[src/design/triangle_uv_distortion_color_assert.svh]
// Assertion macros used by the top-level RTL file
`ifndef TRIANGLE_UV_DISTORTION_COLOR_ASSERT_SVH
`define TRIANGLE_UV_DISTORTION_COLOR_ASSERT_SVH

// same-cycle implication, clocked on clk, idle in reset
`define TUVDC_ASSERT_SAME(name, pre, post) \
    name: assert property (@(posedge clk) disable iff (!rst_n) (pre) |-> (post)) \
        else $error("tuvdc assertion failed");

// next-cycle implication, clocked on clk, idle in reset
`define TUVDC_ASSERT_NEXT(name, pre, post) \
    name: assert property (@(posedge clk) disable iff (!rst_n) (pre) |=> (post)) \
        else $error("tuvdc assertion failed");

`endif

[src/design/tuvdc_pkg.sv]
`default_nettype none

package tuvdc_pkg;

    localparam int LIMB_W = 24;
    localparam int MUL_LAT = 3;
    localparam int CFG_IDX_W = 3;
    localparam int CHAN_W = 8;
    localparam logic [CHAN_W-1:0] ALPHA_OPAQUE = 8'hFF;
    localparam logic [CHAN_W-1:0] CHAN_MAX = 8'hFF;

    typedef enum logic [CFG_IDX_W-1:0] {
        REG_BASE_RED   = 3'd0,
        REG_BASE_GREEN = 3'd1,
        REG_BASE_BLUE  = 3'd2,
        REG_GAIN_RED   = 3'd3,
        REG_GAIN_GREEN = 3'd4,
        REG_GAIN_BLUE  = 3'd5
    } cfg_reg_t;

endpackage

`default_nettype wire

[src/design/tuvdc_mul.sv]
`default_nettype none

module tuvdc_mul #(
    parameter int AW = 35,
    parameter int BW = 35
) (
    input  logic             clk,
    input  logic             en,
    input  logic [AW-1:0]    a,
    input  logic [BW-1:0]    b,
    output logic [AW+BW-1:0] p
);
    import tuvdc_pkg::*;

    localparam int NA = (AW + LIMB_W - 1) / LIMB_W;
    localparam int NB = (BW + LIMB_W - 1) / LIMB_W;
    localparam int AP = NA * LIMB_W;
    localparam int BP = NB * LIMB_W;
    localparam int RW = (NB + 1) * LIMB_W;
    localparam int TW = (NA + NB) * LIMB_W;

    logic [AP-1:0]         a_pad;
    logic [BP-1:0]         b_pad;
    logic [2*LIMB_W-1:0]   pp_reg  [NA][NB];
    logic [2*LIMB_W-1:0]   pp_next [NA][NB];
    logic [RW-1:0]         row_reg  [NA];
    logic [RW-1:0]         row_next [NA];
    logic [TW-1:0]         tot_next;
    logic [AW+BW-1:0]      prod_reg;

    assign a_pad = AP'(a);
    assign b_pad = BP'(b);

    always_comb
    begin
        for (int i = 0; i < NA; i++)
        begin
            for (int j = 0; j < NB; j++)
            begin
                pp_next[i][j] = (2*LIMB_W)'(a_pad[i*LIMB_W +: LIMB_W])
                              * (2*LIMB_W)'(b_pad[j*LIMB_W +: LIMB_W]);
            end
        end
    end

    always_comb
    begin
        for (int i = 0; i < NA; i++)
        begin
            row_next[i] = '0;
            for (int j = 0; j < NB; j++)
            begin
                row_next[i] = row_next[i] + (RW'(pp_reg[i][j]) << (j * LIMB_W));
            end
        end
    end

    always_comb
    begin
        tot_next = '0;
        for (int i = 0; i < NA; i++)
        begin
            tot_next = tot_next + (TW'(row_reg[i]) << (i * LIMB_W));
        end
    end

    always_ff @(posedge clk)
    begin
        if (en)
        begin
            pp_reg   <= pp_next;
            row_reg  <= row_next;
            prod_reg <= tot_next[AW+BW-1:0];
        end
    end

    assign p = prod_reg;

endmodule

`default_nettype wire

[config.mk]
export PLATFORM = sky130hd
export DESIGN_NAME = tuvdc_mul
export DESIGN_NICKNAME = d
export VERILOG_FILES = /design/src/design/triangle_uv_distortion_color_assert.svh /design/src/design/tuvdc_pkg.sv /design/src/design/tuvdc_mul.sv
export SDC_FILE = /design/constraint.sdc
export NUM_CORES = 2
export LEC_CHECK = 0
export BUFFER_PORTS_ARGS = -buffer_cell sky130_fd_sc_hd__buf_2
export CORE_ASPECT_RATIO = 1.2
export CORE_MARGIN = 2
export CORE_UTILIZATION = 30
export CTS_CLUSTER_SIZE = 8
export DETAILED_ROUTE_END_ITERATION = 8
export GPL_ROUTABILITY_DRIVEN = 0
export PLACE_DENSITY = 0.47
export SLEW_MARGIN = 10
export SYNTH_ARGS = -nofsm -noshare
export SYNTH_HDL_FRONTEND = slang
export SYNTH_SLANG_ARGS = --single-unit
[constraint.sdc]
create_clock -name clk -period 11.3 [get_ports clk]
set_input_delay 1.13 -clock clk [delete_from_list [all_inputs] [get_ports clk]]
set_output_delay 1.13 -clock clk [all_outputs]
set_load 0.03 [all_outputs]
==> impl_metrics.json <==
{
  "synthCells": 5544,
  "drtAntennaViolNets": 0,
  "hold_violations": 0,
  "holdCritStartpoint": "pp_reg[159]",
  "hold_depth": 0,
  "layout_commonest_cell": "inv_1",
  "crit_fanout": 35,
  "die_x_um": 388,
  "setup_viol": 0,
  "ctsResizeCount": 0,
  "period_minus_slack_ns": 8.20,
  "cts_tree": "yes",
  "yosysTopAreaCell": "fa_1",
  "grt_start_max_net_pins": 87,
  "grt_overflow": 0,
  "ys_seq_area_share_pct": 17.8,
  "crit_arrival_ns": 8.56,
  "worstSetupStartpointType": "input pin",
  "hp-class": "flop to flop",
  "grt_pass1_wl_um": 242000,
  "synthTopCellsByArea": "fa_1 (36%), edfxtp_1 (18%), ha_1 (11%)",
  "worst-slew-pin-transition_ns": 1.10,
  "synth_cell_types": 75,
  "ioPinCount": 142,
  "max_cap_violations": 0,
  "dr.pass1.iters": 5,
  "worstSetupEndpointType": "flop",
  "grt_pass1_vias": 40600,
  "whs_endpoint": "row_reg[87]",
  "htree_levels": 2,
  "die_y_um": 465,
  "r2r-end": "p[67]",
  "status": "finished, final reports clean",
  "fin_tns_setup_ns": 0,
  "drc": 0,
  "clk_transition_reported_paths_ns": 0.07,
  "vias": 37600,
  "synth_fp_nets": 7026,
  "grt_setup_unrepaired": "false",
  "r2r_setup_slack_ns": 7.68,
  "final.setup_skew_ns": 0.0304,
  "ff2ff_path_depth": 9,
  "antenna_found_initial": 18,
  "fmax_mhz": 122,
  "yosys.area.top_type_share_pct": 36.1,
  "reg2reg_from": "row_reg[103]",
  "core_area_um2": 176000,
  "drive_above_1_share_pct": 4.67,
  "final_cell_mix": "inv_1 (1,013), fa_1 (959), nand2_1 (831)",
  "insertion_delay_ns": 0.66,
  "slew_violations": 0,
  "grt.total_usage_pct": 17.2,
  "routed_wl_um": 153000,
  "cts_setup_buffers": 0,
  "drt_iter0_drc": 1973,
  "clock_path_buffers": 3,
  "synth_flop_cell": "edfxtp_1",
  "async_flop_share_pct": 0,
  "rows": 169,
  "yosysWarnings": 0,
  "timing.slew.headroom_pct": 26.5,
  "syn_area_per_cell_um2": 9.59,
  "io_buffers": 141,
  "crit_type": "input pin to flop",
  "synth_edf_count": 316,
  "syn_to_final_growth_pct": 8.10,
  "viasPerCell": 4.80,
  "start_util_pct": 30.1,
  "syn_area_um2": 53200,
  "num-nets-final": 6992,
  "largest_reg_flops": 140,
  "cts-buffers-inserted": 48,
  "dp_hpwl_um": 118000,
  "fin_crit_sh_pct": 72.5,
  "die-area_um2": 181000,
  "critPathRequiredTime_ns": 11.66,
  "cts-root-buf": "clkbuf_16",
  "synth-seq-cells": 316,
  "ctsHoldBuffers": 0,
  "routedWlPerCell_um": 19.5,
  "cts.sinks": 316
}
[Yosys cell counts, types with 5 or more instances]
master / n
a41oi_1: 5
o21ai_0: 101
o311ai_0: 6
xor2_1: 61
nor4_1: 15
nand4_1: 29
or3_1: 8
o211ai_1: 15
a21boi_0: 10
nor2b_1: 18
nor3_1: 38
a31oi_1: 22
nor2_1: 131
clkbuf_1: 264
xnor2_1: 128
a211o_1: 8
edfxtp_1: 316
nand3_1: 56
o31a_1: 8
and2_1: 534
a211oi_1: 26
o21bai_1: 31
and3_1: 22
a21o_1: 101
a311o_1: 5
inv_1: 1013
ha_1: 451
fa_1: 959
a2111oi_0: 5
nand3b_1: 5
nand2_1: 831
and4_1: 6
nand2b_1: 20
o31ai_1: 13
a21oi_1: 188
o21a_1: 19
[routing by layer]
metal	global-route usage, %	routed length, µm
met3	1.82	5680
met5	0	46
met1	23.2	68700
met2	29.6	74900
met4	3.85	3250
[metrics by stage]
stage	utilization, %	worst slack (ns)	area (µm²)	std cells	hold slack [ns]
floorplan	-	3.71	53200	5544	0.400
global placement	31.8	2.46	56100	7768	0.401
detailed placement	31.8	2.49	56100	7768	0.405
CTS	32.6	3.14	57500	7832	0.398
global route	32.6	2.66	57500	7833	0.410
finish	32.6	3.10	57500	7838	0.396
[how the worst max path moves through the flow]
stage	start	endpoint	cells after the start
finish	a[18]	pp_reg[188]	23
global placement	a[20]	pp_reg[188]	22
detailed placement	a[20]	pp_reg[188]	22
floorplan	b[3]	pp_reg[188]	25
global route	a[18]	pp_reg[188]	23
CTS	a[20]	pp_reg[188]	22
[layout make-up]
type / count / area [µm²]
diodes: 6 / 15.0
clock buffers: 53 / 1220
clock inverters: 11 / 143
fillers: 18300 / 119000
inverters: 1013 / 3800
multi-input cells: 3945 / 38900
flip-flops and latches: 316 / 9490
well taps: 2308 / 2890
repair buffers: 186 / 1050
[logic make-up after synthesis]
| group | synth area share [%] |
|---|---|
| flops | 17.8 |
| simple gates | 15.7 |
| compound gates | 7.44 |
| fa+ha+maj | 46.7 |
| xor+xnor | 3.11 |
| buf+inv | 9.08 |
| mux | 0.0565 |
[worst max-delay path, stage by stage]
cell,delay [ns]
buf_2,0.72
nand2_1,0.17
fa_1,0.56
inv_1,0.05
fa_1,0.55
inv_1,0.08
fa_1,0.53
inv_1,0.05
fa_1,0.47
fa_1,0.51
inv_1,0.06
fa_1,0.49
fa_1,0.50
inv_1,0.04
ha_1,0.40
a21oi_1,0.22
o21ai_0,0.18
a221oi_1,0.38
o21ai_0,0.12
a21oi_1,0.51
nor2_1,0.13
a2111oi_0,0.49
xnor2_1,0.17
Power is not shown: default switching activity piles up to over one toggle a cycle in this logic, so the estimate is an artifact.
